[src/hw/rtl/keyboard_report_key_event_diff_core_defines.svh]
// assertion macros for the keyboard report differ
// used by the top level only, no other dependencies
`ifndef KEYBOARD_REPORT_KEY_EVENT_DIFF_CORE_DEFINES_SVH
`define KEYBOARD_REPORT_KEY_EVENT_DIFF_CORE_DEFINES_SVH
`ifndef SYNTH
`define KB_ASSERT(lbl, prop) \
  lbl: assert property (@(posedge clk) disable iff (!rst_n) prop) \
    else $error("%m: check failed");
`define KB_ASSERT_RST(lbl, prop) \
  lbl: assert property (@(posedge clk) prop) \
    else $error("%m: reset check failed");
`else
`define KB_ASSERT(lbl, prop)
`define KB_ASSERT_RST(lbl, prop)
`endif
`endif

[src/hw/rtl/kbdiff_pkg.sv]
// shared types, constants and note rom for the keyboard report differ
// no dependencies
`timescale 1ns / 1ps
`default_nettype none

package kbdiff_pkg;

  localparam int IN_SLOTS = 6;
  localparam int ROM_SIZE = 57;
  localparam logic [6:0] MIN_REPORT_BYTES = 7'd8;
  localparam logic [7:0] FIRST_REAL_KEY = 8'd4;
  localparam logic [7:0] NO_NOTE = 8'hFF;
  localparam logic KIND_PRESS = 1'b0;
  localparam logic KIND_RELEASE = 1'b1;

  typedef struct packed {
    logic [6:0] report_length;
    logic [7:0] slot_key_0;
    logic [7:0] slot_key_1;
    logic [7:0] slot_key_2;
    logic [7:0] slot_key_3;
    logic [7:0] slot_key_4;
    logic [7:0] slot_key_5;
  } kbdiff_in_t;

  typedef struct packed {
    logic       event_kind;
    logic [7:0] event_key;
    logic       note_valid;
    logic [4:0] note_index;
    logic       last_event;
  } kbdiff_out_t;

  typedef enum logic [1:0] {
    ST_IDLE,
    ST_CALC,
    ST_SCAN
  } kbdiff_state_t;

  typedef struct packed {
    logic load;
    logic calc;
    logic emit;
    logic commit;
  } kbdiff_cmd_t;

  typedef struct packed {
    logic len_ok;
    logic pending_any;
    logic out_free;
  } kbdiff_status_t;

  typedef struct packed {
    logic       valid;
    logic [4:0] index;
  } note_t;

  localparam logic [7:0] NOTE_ROM [ROM_SIZE] = '{
    8'hFF, 8'hFF, 8'hFF, 8'hFF,
    8'hFF, 8'd16, 8'd12, 8'hFF, 8'd4,  8'd13, 8'd15, 8'hFF,
    8'hFF, 8'd18, 8'd20, 8'd22, 8'd19, 8'd17, 8'hFF, 8'hFF,
    8'd0,  8'd5,  8'hFF, 8'd7,  8'd11, 8'd14, 8'd2,  8'hFF,
    8'd9,  8'hFF,
    8'hFF, 8'd1,  8'd3,  8'hFF, 8'd6,  8'd8,  8'd10, 8'hFF, 8'hFF, 8'hFF,
    8'hFF, 8'hFF, 8'hFF, 8'hFF, 8'hFF, 8'hFF, 8'hFF, 8'hFF,
    8'hFF, 8'hFF, 8'hFF, 8'hFF, 8'hFF, 8'hFF,
    8'd21, 8'd23, 8'hFF
  };

  function automatic note_t note_lookup(logic [7:0] key);
    note_t      res;
    logic [7:0] n;
    n = NO_NOTE;
    if (key >= FIRST_REAL_KEY && key < 8'(ROM_SIZE)) begin
      n = NOTE_ROM[key[5:0]];
    end
    res.valid = (n != NO_NOTE);
    res.index = res.valid ? n[4:0] : 5'd0;
    return res;
  endfunction

endpackage

`default_nettype wire

[src/hw/rtl/kbdiff_if.sv]
// valid/ready channel interfaces for report input and event output
// depends on kbdiff_pkg
`timescale 1ns / 1ps
`default_nettype none

interface kbdiff_in_if;
  import kbdiff_pkg::*;
  logic       valid;
  logic       ready;
  kbdiff_in_t data;
  modport source (output valid, output data, input ready);
  modport sink (input valid, input data, output ready);
endinterface

interface kbdiff_out_if;
  import kbdiff_pkg::*;
  logic        valid;
  logic        ready;
  kbdiff_out_t data;
  modport source (output valid, output data, input ready);
  modport sink (input valid, input data, output ready);
endinterface

`default_nettype wire

[src/hw/rtl/keyboard_report_key_event_diff_core.sv]
// top level of the keyboard report differ: controller plus datapath
// depends on kbdiff_pkg, kbdiff_if, kbdiff_ctrl, kbdiff_dp and the defines header
`timescale 1ns / 1ps
`default_nettype none
`include "keyboard_report_key_event_diff_core_defines.svh"

// Compares each boot keyboard report with the keys held from the previous one and
// sends release and press events in slot order, one event per transfer, with the
// note index from the fixed key map and a flag on the final event of the report.
// Reports shorter than 8 bytes are taken and dropped. A full report is loaded, its
// release and press flags are computed, and its events, up to 2*KEY_SLOTS of them,
// go out through the single event output register, which a stalled output channel
// holds; no new report is taken until every event has entered that register. The next
// report is taken while the last event still waits in the output register.
module keyboard_report_key_event_diff_core #(
  parameter int KEY_SLOTS = 6
) (
  input  logic          clk,
  input  logic          rst_n,
  kbdiff_in_if.sink     in_ch,
  kbdiff_out_if.source  out_ch
);
  import kbdiff_pkg::*;

  kbdiff_cmd_t    cmd;
  kbdiff_status_t status;

  kbdiff_ctrl u_ctrl (
    .clk      (clk),
    .rst_n    (rst_n),
    .in_valid (in_ch.valid),
    .in_ready (in_ch.ready),
    .status   (status),
    .cmd      (cmd)
  );

  kbdiff_dp #(
    .KEY_SLOTS (KEY_SLOTS)
  ) u_dp (
    .clk       (clk),
    .rst_n     (rst_n),
    .in_data   (in_ch.data),
    .cmd       (cmd),
    .status    (status),
    .out_ready (out_ch.ready),
    .out_valid (out_ch.valid),
    .out_data  (out_ch.data)
  );

  `KB_ASSERT(a_short_dropped, (in_ch.valid && in_ch.ready && !status.len_ok) |=> in_ch.ready)
  `KB_ASSERT(a_full_busy, (in_ch.valid && in_ch.ready && status.len_ok) |=> !in_ch.ready)
  `KB_ASSERT(a_out_hold, (out_ch.valid && !out_ch.ready) |=> (out_ch.valid && $stable(out_ch.data)))
  `KB_ASSERT_RST(a_reset_quiet, !rst_n |=> !out_ch.valid)

endmodule

`default_nettype wire

[src/hw/rtl/kbdiff_dp.sv]
// datapath: held and new key slots, pending event flags, event output register
// depends on kbdiff_pkg
`timescale 1ns / 1ps
`default_nettype none

module kbdiff_dp #(
  parameter int KEY_SLOTS = 6
) (
  input  logic                     clk,
  input  logic                     rst_n,
  input  kbdiff_pkg::kbdiff_in_t   in_data,
  input  kbdiff_pkg::kbdiff_cmd_t  cmd,
  output kbdiff_pkg::kbdiff_status_t status,
  input  logic                     out_ready,
  output logic                     out_valid,
  output kbdiff_pkg::kbdiff_out_t  out_data
);
  import kbdiff_pkg::*;

  localparam int NCAND  = 2 * KEY_SLOTS;
  localparam int CAND_W = $clog2(NCAND);
  localparam int SLOT_W = (KEY_SLOTS > 1) ? $clog2(KEY_SLOTS) : 1;

  logic [7:0]       held_r [KEY_SLOTS];
  logic [7:0]       now_r  [KEY_SLOTS];
  logic [7:0]       now_in [KEY_SLOTS];
  logic [7:0]       in_keys [IN_SLOTS];
  logic [NCAND-1:0] pend_r;
  logic [NCAND-1:0] pend_calc;
  logic [NCAND-1:0] pend_clr;
  logic [CAND_W-1:0] sel;
  logic [SLOT_W-1:0] sel_slot;
  logic [7:0]       sel_key;
  note_t            sel_note;
  logic             ovalid_r;
  kbdiff_out_t      obuf_r;
  kbdiff_out_t      obuf_nxt;

  assign in_keys[0] = in_data.slot_key_0;
  assign in_keys[1] = in_data.slot_key_1;
  assign in_keys[2] = in_data.slot_key_2;
  assign in_keys[3] = in_data.slot_key_3;
  assign in_keys[4] = in_data.slot_key_4;
  assign in_keys[5] = in_data.slot_key_5;

  // slots beyond the report read as empty
  for (genvar g = 0; g < KEY_SLOTS; g++) begin : g_now
    if (g < IN_SLOTS) begin : g_real
      assign now_in[g] = in_keys[g];
    end else begin : g_pad
      assign now_in[g] = 8'd0;
    end
  end

  // release flag at even position, press flag at odd position of each slot
  always_comb begin
    logic rel;
    logic prs;
    pend_calc = '0;
    for (int i = 0; i < KEY_SLOTS; i++) begin
      rel = (held_r[i] >= FIRST_REAL_KEY);
      prs = (now_r[i] >= FIRST_REAL_KEY);
      for (int j = 0; j < KEY_SLOTS; j++) begin
        if (now_r[j] == held_r[i]) begin
          rel = 1'b0;
        end
        if (held_r[j] == now_r[i]) begin
          prs = 1'b0;
        end
      end
      pend_calc[2*i]   = rel;
      pend_calc[2*i+1] = prs;
    end
  end

  // lowest pending event goes first
  always_comb begin
    sel = '0;
    for (int p = NCAND - 1; p >= 0; p--) begin
      if (pend_r[p]) begin
        sel = CAND_W'(p);
      end
    end
  end

  assign pend_clr = pend_r & ~(NCAND'(1) << sel);
  assign sel_slot = SLOT_W'(sel >> 1);
  assign sel_key  = sel[0] ? now_r[sel_slot] : held_r[sel_slot];
  assign sel_note = note_lookup(sel_key);

  always_comb begin
    obuf_nxt.event_kind = sel[0] ? KIND_PRESS : KIND_RELEASE;
    obuf_nxt.event_key  = sel_key;
    obuf_nxt.note_valid = sel_note.valid;
    obuf_nxt.note_index = sel_note.index;
    obuf_nxt.last_event = (pend_clr == '0);
  end

  always_ff @(posedge clk) begin
    if (!rst_n) begin
      for (int i = 0; i < KEY_SLOTS; i++) begin
        held_r[i] <= 8'd0;
      end
      pend_r   <= '0;
      ovalid_r <= 1'b0;
    end else begin
      if (cmd.load) begin
        now_r <= now_in;
      end
      if (cmd.calc) begin
        pend_r <= pend_calc;
      end else if (cmd.emit) begin
        pend_r <= pend_clr;
      end
      if (cmd.commit) begin
        held_r <= now_r;
      end
      if (cmd.emit) begin
        ovalid_r <= 1'b1;
      end else if (out_ready) begin
        ovalid_r <= 1'b0;
      end
    end
  end

  always_ff @(posedge clk) begin
    if (cmd.emit) begin
      obuf_r <= obuf_nxt;
    end
  end

  assign status.len_ok      = (in_data.report_length >= MIN_REPORT_BYTES);
  assign status.pending_any = |pend_r;
  assign status.out_free    = !ovalid_r || out_ready;
  assign out_valid          = ovalid_r;
  assign out_data           = obuf_r;

endmodule

`default_nettype wire

[src/hw/rtl/kbdiff_ctrl.sv]
// controller: sequences report load, flag compare, event output and slot update
// depends on kbdiff_pkg
`timescale 1ns / 1ps
`default_nettype none

module kbdiff_ctrl (
  input  logic                       clk,
  input  logic                       rst_n,
  input  logic                       in_valid,
  output logic                       in_ready,
  input  kbdiff_pkg::kbdiff_status_t status,
  output kbdiff_pkg::kbdiff_cmd_t    cmd
);
  import kbdiff_pkg::*;

  kbdiff_state_t state_r;
  kbdiff_state_t state_nxt;

  always_ff @(posedge clk) begin
    if (!rst_n) begin
      state_r <= ST_IDLE;
    end else begin
      state_r <= state_nxt;
    end
  end

  always_comb begin
    state_nxt = state_r;
    cmd       = '0;
    in_ready  = 1'b0;
    case (state_r)
      ST_IDLE: begin
        in_ready = 1'b1;
        // short reports are taken and dropped
        if (in_valid && status.len_ok) begin
          cmd.load  = 1'b1;
          state_nxt = ST_CALC;
        end
      end
      ST_CALC: begin
        cmd.calc  = 1'b1;
        state_nxt = ST_SCAN;
      end
      ST_SCAN: begin
        if (!status.pending_any) begin
          cmd.commit = 1'b1;
          state_nxt  = ST_IDLE;
        end else if (status.out_free) begin
          cmd.emit = 1'b1;
        end
      end
      default: begin
        state_nxt = ST_IDLE;
      end
    endcase
  end

endmodule

`default_nettype wire

[src/flat_wrapper.sv]
// flat-port wrapper written by rule: the top's interface ports become plain ports
module keyboard_report_key_event_diff_core_flat import kbdiff_pkg::*;
#(
  parameter int KEY_SLOTS = 6
)
  (clk, rst_n, in_ch_valid, in_ch_data, in_ch_ready, out_ch_valid, out_ch_data, out_ch_ready);
  kbdiff_in_if in_ch_i ();
  kbdiff_out_if out_ch_i ();
  input  logic clk;
  input  logic rst_n;
  input wire logic [$bits(in_ch_i.valid)-1:0] in_ch_valid;
  input wire logic [$bits(in_ch_i.data)-1:0] in_ch_data;
  output wire logic [$bits(in_ch_i.ready)-1:0] in_ch_ready;
  output wire logic [$bits(out_ch_i.valid)-1:0] out_ch_valid;
  output wire logic [$bits(out_ch_i.data)-1:0] out_ch_data;
  input wire logic [$bits(out_ch_i.ready)-1:0] out_ch_ready;
  assign in_ch_i.valid = in_ch_valid;
  assign in_ch_i.data = in_ch_data;
  assign in_ch_ready = in_ch_i.ready;
  assign out_ch_valid = out_ch_i.valid;
  assign out_ch_data = out_ch_i.data;
  assign out_ch_i.ready = out_ch_ready;
  keyboard_report_key_event_diff_core #(.KEY_SLOTS(KEY_SLOTS)) u_core (.clk(clk), .rst_n(rst_n), .in_ch(in_ch_i), .out_ch(out_ch_i));
endmodule
[config.mk]
export PLATFORM = sky130hd
export DESIGN_NAME = keyboard_report_key_event_diff_core_flat
export DESIGN_NICKNAME = d
export VERILOG_FILES = /design/src/hw/rtl/kbdiff_pkg.sv /design/src/hw/rtl/kbdiff_if.sv /design/src/hw/rtl/keyboard_report_key_event_diff_core.sv /design/src/hw/rtl/kbdiff_dp.sv /design/src/hw/rtl/kbdiff_ctrl.sv /design/src/flat_wrapper.sv
export VERILOG_INCLUDE_DIRS = /design/src /design/src/hw/rtl
export SDC_FILE = /design/constraint.sdc
export NUM_CORES = 1
export LEC_CHECK = 0
export BUFFER_PORTS_ARGS = -buffer_cell sky130_fd_sc_hd__buf_2
export CORE_MARGIN = 2
export CORE_UTILIZATION = 25
export DETAILED_ROUTE_END_ITERATION = 16
export PLACE_DENSITY_LB_ADDON = 0.08
export SYNTH_ARGS = -nofsm -noshare
export SYNTH_HDL_FRONTEND = slang
export SYNTH_SLANG_ARGS = --single-unit
[constraint.sdc]
create_clock -name clk -period 5.3 [get_ports clk]
set_clock_uncertainty 0.2 [all_clocks]
set_input_delay 0 -clock clk [delete_from_list [all_inputs] [get_ports clk]]
set_output_delay 0 -clock clk [all_outputs]
set_load 0.01 [all_outputs]
After elaboration in Yosys (flattened, before gate mapping). Memory sizes are Yosys's and may differ from the RTL's. Index checks and enable logic that the tools add are counted. W data, S select, Z words.

Shifts and indexed selects: 1. Bitwise logic cells: 4. Magnitude comparators: 17. Equality and inequality tests: 77. Reduce and logical (&&, ||, !) cells: 11. Multiplexer cells: 110.

Operator list (number): $eq A8 B8 Y1 (72); $ge A8 B3 Y1 const B (13); $mux W1 (82); $mux W8 (8); $bmux W8 S3 (2); $mux W4 (12); $mux W12 (2); $and A12 B12 Y12 (1); $logic_not A12 Y1 (1); $not A12 Y12 (1); $reduce_or A12 Y1 (1); $shl A1 B4 Y12 const A (1); $lt A8 B6 Y1 const B (1); $ne A8 B8 Y1 const B (1); $ge A7 B4 Y1 const B (1); $ge A7 B7 Y1 const B (1); $not A6 Y7 (1); $mux W2 (3); $pmux W2 S3 (1); $ge A4 B4 Y1 const B (1); $ne A2 B2 Y1 const B (2); $not A3 Y4 (1); $reduce_and A2 Y1 (2); $reduce_bool A2 Y1 (2); 6 further kinds (7).

ROM bits: 512. Register bits after elaboration: 127. Memories: 1. Bits of input ports: 59.

Memories: (no name shown) (words 64, width 8, rd ports 1, clocked after Yosys merged registers in 0, write ports 0, line kbdiff_pkg.sv:75) `n = NOTE_ROM[key[5:0]];`.

Logic depth before layout (Yosys ltp). Gate-level depths: netlist (run 1).

Depth after elaboration: 23. Gate-level depth with buffers: 17. Depth with buffers taken out: 15.

Modules after synthesis. From an unflattened synthesis (run 1), not the netlist that was laid out.

Cell total of the unflattened synthesis: 1136. Area, all modules: 10361.2 um^2.

By module, submodules not included: kbdiff_dp (cells each 1125, area each 10256.1 um^2, sequential area each 3143.0 um^2, times used 1); kbdiff_ctrl (cells each 11, area each 105.1 um^2, sequential area each 40.0 um^2, times used 1).

Worst setup path before layout (run 1). Ideal clock, no wire load.

Path type: reg-to-reg. Start point: register u_core.u_dp.pend_r[4]. End point: register u_core.u_dp.obuf_r, in the netlist u_core.u_dp.out_data[1] (data pin). Setup slack: 1.210 ns. Required time: 4.829 ns. Stages on the path, launching flop included: 17. Arrival: 3.619 ns. Cell sequence: dfxtp_1 -> or4_1 -> buf_2 -> nand2_2 -> buf_2 -> nand2_1 -> a31oi_1 -> o32ai_1 -> a311oi_2 -> inv_1 -> ha_1 -> nor3_1 -> a2111oi_1 -> a211oi_1 -> a211oi_1 -> and4bb_4 -> a21oi_1.

RTL lines: from (decl) (line kbdiff_dp.sv:28) `logic [NCAND-1:0] pend_r;`; from (signal assigned) (line kbdiff_dp.sv:111) `pend_r <= pend_calc;`; from (signal assigned) (line kbdiff_dp.sv:113) `pend_r <= pend_clr;`; to (signal assigned) (line kbdiff_dp.sv:128) `obuf_r <= obuf_nxt;`; to (decl) (line kbdiff_dp.sv:36) `kbdiff_out_t obuf_r;`.

==> flow_summary.ini, run 1 <==
[status]
outcome = finished, final reports clean

[layout]
drive_gt1_share_pct = 16.0
syn_to_final_growth_pct = 18.8
nets = 1302
final_cells = 1782
fill_cells = 4342

[global_route]
use_met2_pct = 34.7
grt_usage_pct = 21.2
grt_pass1_wl_microns = 64100
grt.overflow.total = 0
met3_usage_pct = 2.98
grt_max_degree = 49
antenna_found_initial = 0
grt-busiest-layer = met2
use_met1_pct = 28.7
grt_pass1_vias = 9051

[cts]
cts_tree = built
cts.path.max_buffers = 2
cts_sinks = 127
path_clk_slew_ns = 0.06
htreeDepth = 4
ctsResizeCount = 0
cts-root-buf = clkbuf_16
insertion_delay_ns = 0.45
numCtsBuffers = 17

[pwr]
p_seq_share_pct = 34.5
leakagePower_nw = 4.03
p_int_mw = 2.23
p_sw_share_pct = 37.2
p_clk_share_pct = 32.3
power_density_nw_per_um2 = 293
ir_drop_uv = 219
p_comb_share_pct = 33.3
netSwitchingPower_mw = 1.32

[floorplan]
coreArea_sq_um = 40600
start_util_pct = 25.2
die_w_microns = 206
dieArea_sq_um = 42500
pin_count = 77
num_rows = 74
fp.dieH_microns = 206

[critical_path]
path_max_fanout = 13
r2r_cells = 12
reg2reg_to = u_core.u_dp.out_data[3]
reg2reg_from = u_core.u_dp.pend_r[4]
crit_path_end = u_core.u_dp.out_data[3]
critPathKind = reg2reg
critPathLaunch = u_core.u_dp.pend_r[4]
cp_data_required_time_ns = 5.27
arrival_ns = 4.69
endpoint_kind = register
critPathLaunchType = register
rrSetupSlack_ns = 0.58

[drt]
vias = 8993
first_pass_iters = 5
vias_per_cell = 5.05
detail_route.wl_per_cell_microns = 24.7
wl_microns = 44000
drc = 0
ant_nets = 0
drt_first_iter_violations = 556

[timing]
hold_ws_ns = 0.0559
fmax_mhz = 212
relSlewSlack_pct = 18.6
rsz0062_at_grt = false
setup_viol = 0
period_needed_ns = 4.72
min_period_over_period_pct = 89.1
slew_violations = 0
worstMarginPinSlew_ns = 1.21
hold_viol_final = 0
fin_tns_setup_ns = 0

[synth]
synthCells = 1181
seq_area_frac_synth_pct = 31.2
synth.most_common_cell = xnor2_1
ys_seq_elements = 127
synth_ff_type = edfxtp_1
synth-edff-count = 64
ys_top_cells_by_area = edfxtp_1, xnor2_1, dfxtp_1
ys_warn_count = 0
synthesis.nets = 1247
ys_types = 90
netlist.area_leader.share_pct = 18.8
syn_area_sq_um = 10200
synth_top_area_cell = edfxtp_1
netlist_top_cells_count = xnor2_1, nand2_1, clkbuf_1
async_reset_ff_share_pct = 0
avgSynthCellArea_sq_um = 8.65

[placed_design]
portBuffers = 73
placed_cells = 1696
place.gp.congestion = 0.948
dpl.hpwl_microns = 31900

[run]
drv_cap = 0

[min_path]
holdCritPathClass = in2reg
[per-layer routing]
metal | up-vias | wire [microns] | part of all wire [%]
met3 | 46 | 1380 | 3.1
met5 | - | 0 | 0
met2 | 204 | 20800 | 47
li1 | 4251 | - | -
met1 | 4492 | 20600 | 47
met4 | 0 | 1190 | 2.7
[cell usage in the layout (no fill, tap or decap), types with 6 or more instances in the layout]
cell	count
a21oi_1	33
clkbuf_16	17
a21boi_0	54
nor3_1	14
or4_1	10
inv_1	8
xnor2_1	201
buf_2	73
edfxtp_1	64
o311ai_0	6
or3_1	13
xor2_1	88
o21ai_0	28
a211oi_1	8
dlygate4sd3_1	53
o211ai_1	8
nor2_1	53
nand3_1	20
nand4_1	54
ha_1	7
and3_1	6
o31ai_1	6
o21a_1	8
dfxtp_1	63
nand2_1	125
nor4_1	39
buf_4	50
[power groups by stage]
stage	combinational, mW	clock [mW]	sequential [mW]
after global placement	1.17	0	1.25
after global routing	1.30	1.22	1.23
final	1.18	1.15	1.23
after CTS	1.19	1.19	1.22
after floorplan	0.882	0	1.14
after detailed placement	1.16	0	1.25
[cell families (layout without fill, tap and decap cells)]
logic type | after synthesis | after routing | share of synthesized area, %
muxes | 17 | 17 | 2.14
and+or+nand+nor | 377 | 377 | 19.7
buffers and inverters | 151 | 219 | 6.06
xor gates and xnor gates | 289 | 289 | 24.8
AOI/OAI and AO/OA | 213 | 213 | 15.3
other | 0 | 1 | 0
adders and majority gates | 7 | 7 | 0.857
DFF | 127 | 127 | 31.2
[critical path: stages (launching register included)]
cell and delay, ns:
dfxtp_1 0.39, or4_1 0.78, nor3_4 0.67, o32ai_1 0.22, a311oi_2 0.35, inv_1 0.17, ha_1 0.38, inv_1 0.14
nor2_1 0.06, o31ai_1 0.45, a2111oi_0 0.16, and4bb_4 0.39, a21oi_1 0.08
[repair_timing]
item                      CTS  global route
setup buffers               0             0
hold endpoints to repair   81             0
hold buffers               53             0
[per-stage QoR]
step | area (sq um) | util, % | setup WS (ns) | power (mW)
6_report | 12100 | 29.9 | 0.580 | 3.56
5_1_grt | 12100 | 29.9 | 0.313 | 3.76
4_1_cts | 12100 | 29.9 | 0.593 | 3.61
3_5_place_dp | 11100 | 27.3 | 0.633 | 2.40
3_3_place_gp | 11100 | 27.3 | 0.616 | 2.42
2_1_floorplan | 10200 | - | 1.21 | 2.03
[how the worst min path moves through the flow]
stage          slack (ns)           start                    end  cells past startpoint
6_report             0.06  in_ch_data[37]  u_core.u_dp.now_r[37]                      2
5_1_grt              0.04  in_ch_data[41]  u_core.u_dp.now_r[41]                      2
4_1_cts              0.03  in_ch_data[32]  u_core.u_dp.now_r[32]                      2
3_5_place_dp        -0.02  in_ch_data[33]  u_core.u_dp.now_r[33]                      1
3_3_place_gp        -0.02  in_ch_data[12]  u_core.u_dp.now_r[12]                      1
2_1_floorplan       -0.10   in_ch_data[0]   u_core.u_dp.now_r[0]                      0
[sequential cells by signal, indices dropped and copies added (netlist names)]
name                   count
u_core.u_dp.pend_r        12
u_core.u_ctrl.state_r      2
u_core.u_dp.held_r        48
u_core.u_dp.out_data      16
u_core.u_dp.out_valid      1
u_core.u_dp.now_r         48
[cell type report]
cell class                 instances  area (sq um)  area share [%]
tap                              532           666            5.48
clock buffer                      19           433            3.57
timing repair buffer             176          1270            10.5
inverter                          11          42.5           0.350
clock inverter                    13           116           0.959
sequential                       127          3180            26.2
multi-input combinational        903          6420            52.9
antenna                            1          2.50          0.0206
Note: power is estimated with default switching activity, not from simulation.
==> inputs of run 2 (changes only) <==
--- a/config.mk
+++ b/config.mk
@@ -11,6 +11,7 @@
 export CORE_UTILIZATION = 25
 export DETAILED_ROUTE_END_ITERATION = 16
 export PLACE_DENSITY_LB_ADDON = 0.08
+export SETUP_SLACK_MARGIN = 0.02
 export SYNTH_ARGS = -nofsm -noshare
 export SYNTH_HDL_FRONTEND = slang
 export SYNTH_SLANG_ARGS = --single-unit
==> constraint.sdc (replaced) <==
create_clock -name clk -period 5.3 [get_ports clk]
set_clock_uncertainty 0.2 [all_clocks]
set_input_delay 0.795 -clock clk [delete_from_list [all_inputs] [get_ports clk]]
set_output_delay 0.795 -clock clk [all_outputs]
set_load 0.01 [all_outputs]
==> flow_summary.ini, run 2 (same netlist as run 1, synthesis figures left out) <==
[layout]
nets = 1249
fin_area_sq_um = 11700
layout_common_cells = xnor2_1, nand2_1, xor2_1
fin_util_pct = 28.8
syn_to_final_growth_pct = 14.3
final_common_cell = xnor2_1
diodes = 0
drive_gt1_share_pct = 16.6
final_cells = 1728

[cts]
cts-root-buf = clkbuf_16
path_clk_slew_ns = 0.07
holdBufCountCts = 0
numCtsBuffers = 17
insertion_delay_ns = 0.47
htreeDepth = 4
post-cts-setup-buffer-count = 0
cts_sinks = 127
ctsResizeCount = 0
cts_tree = built
cts.path.max_buffers = 2

[critical_path]
cp_data_required_time_ns = 5.29
critPathLaunchType = register
endpoint_kind = register
path_max_fanout = 10
arrival_ns = 4.59
critPathKind = reg2reg

[placed_design]
placed_cells = 1696
placed_cell_area_sq_um = 11100
portBuffers = 73
dp_slack_ns = 0.738
dpl.hpwl_microns = 32100
place.gp.congestion = 0.959

[timing]
relSlewSlack_pct = 17.3
hold_viol_final = 0
setup_viol = 0
worstMarginPinSlew_ns = 1.22
rsz0062_at_grt = false
period_needed_ns = 4.60
setup_ws_ns = 0.698
fmax_mhz = 217
fin_tns_setup_ns = 0
min_period_over_period_pct = 86.8
hold_ws_ns = 0.296
slew_violations = 0

[status]
outcome = finished, final reports clean

[floorplan]
start_util_pct = 25.2
die_w_microns = 206
num_rows = 74
coreArea_sq_um = 40600
fp.dieH_microns = 206
dieArea_sq_um = 42500
pin_count = 77

[global_route]
grt_pass1_wl_microns = 63500
grt_usage_pct = 21.3
grt.overflow.total = 0
antenna_found_initial = 1
grt_max_degree = 49
grt_pass1_vias = 8690

[pwr]
ir_drop_uv = 246
power_density_nw_per_um2 = 311
power_mw = 3.63
leakagePower_nw = 3.85

[drt]
first_pass_iters = 5
vias_per_cell = 5.08
detail_route.wl_per_cell_microns = 25.4
ant_nets = 0
vias = 8784
wl_microns = 43900
drt_first_iter_violations = 662
drc = 0

[min_path]
holdCritPathClass = in2reg

[run]
drv_cap = 0
==> run 2: cell count changes in the layout (fill, tap and decap cells not counted) <==
cell           change
clkinv_2           -2
clkbuf_1           +3
clkinvlp_4         -5
diode_2            -1
clkbuf_8           +6
inv_6              -3
clkbuf_16          +2
dlygate4sd3_1     -53
clkinv_1           -1
==> run 2: worst paths after layout <==
check	slack, ns	from	depth (start not counted)	endpoint
max	0.70	u_core.u_dp.pend_r[4]	14	u_core.u_dp.out_data[3]
min	0.30	in_ch_data[34]	1	u_core.u_dp.now_r[34]
min reg2reg	0.41	u_core.u_dp.pend_r[1]	2	u_core.u_dp.pend_r[1]
max reg2reg	0.70	u_core.u_dp.pend_r[4]	14	u_core.u_dp.out_data[3]
==> run 2: layout make-up <==
| cell class | instances | area (sq um) |
|---|---|---|
| fillers | 4408 | 28900 |
| multi-input cells | 903 | 6420 |
| flip-flops and latches | 127 | 3180 |
| repair buffers | 123 | 741 |
| well taps | 532 | 666 |
| clock buffers | 30 | 577 |
| inverters | 11 | 42.5 |
| clock inverters | 2 | 38.8 |
==> run 2: worst max-delay path, cell delays in order (launching register included) <==
cell and delay (ns):
dfxtp_1 0.42, or4_1 0.80, nand2_2 0.29, a221oi_1 0.11
a31oi_1 0.29, o32ai_1 0.13, a311oi_2 0.33, inv_1 0.16
ha_1 0.26, nor3_1 0.32, a2111oi_1 0.09, a211oi_1 0.31
a211oi_1 0.13, and4bb_4 0.41, a21oi_1 0.08
==> run 2: power breakdown <==
group          internal [mW]  total [mW]  switching [mW]
clock                  0.777        1.24           0.464
sequential              1.11        1.23           0.118
combinational          0.457        1.16           0.705
==> run 2: routing by layer <==
metal	GRT usage (%)	routed length, microns
met1	28.1	20300
met2	35.5	21200
met3	2.93	1370
met4	7.45	1120
met5	0	0
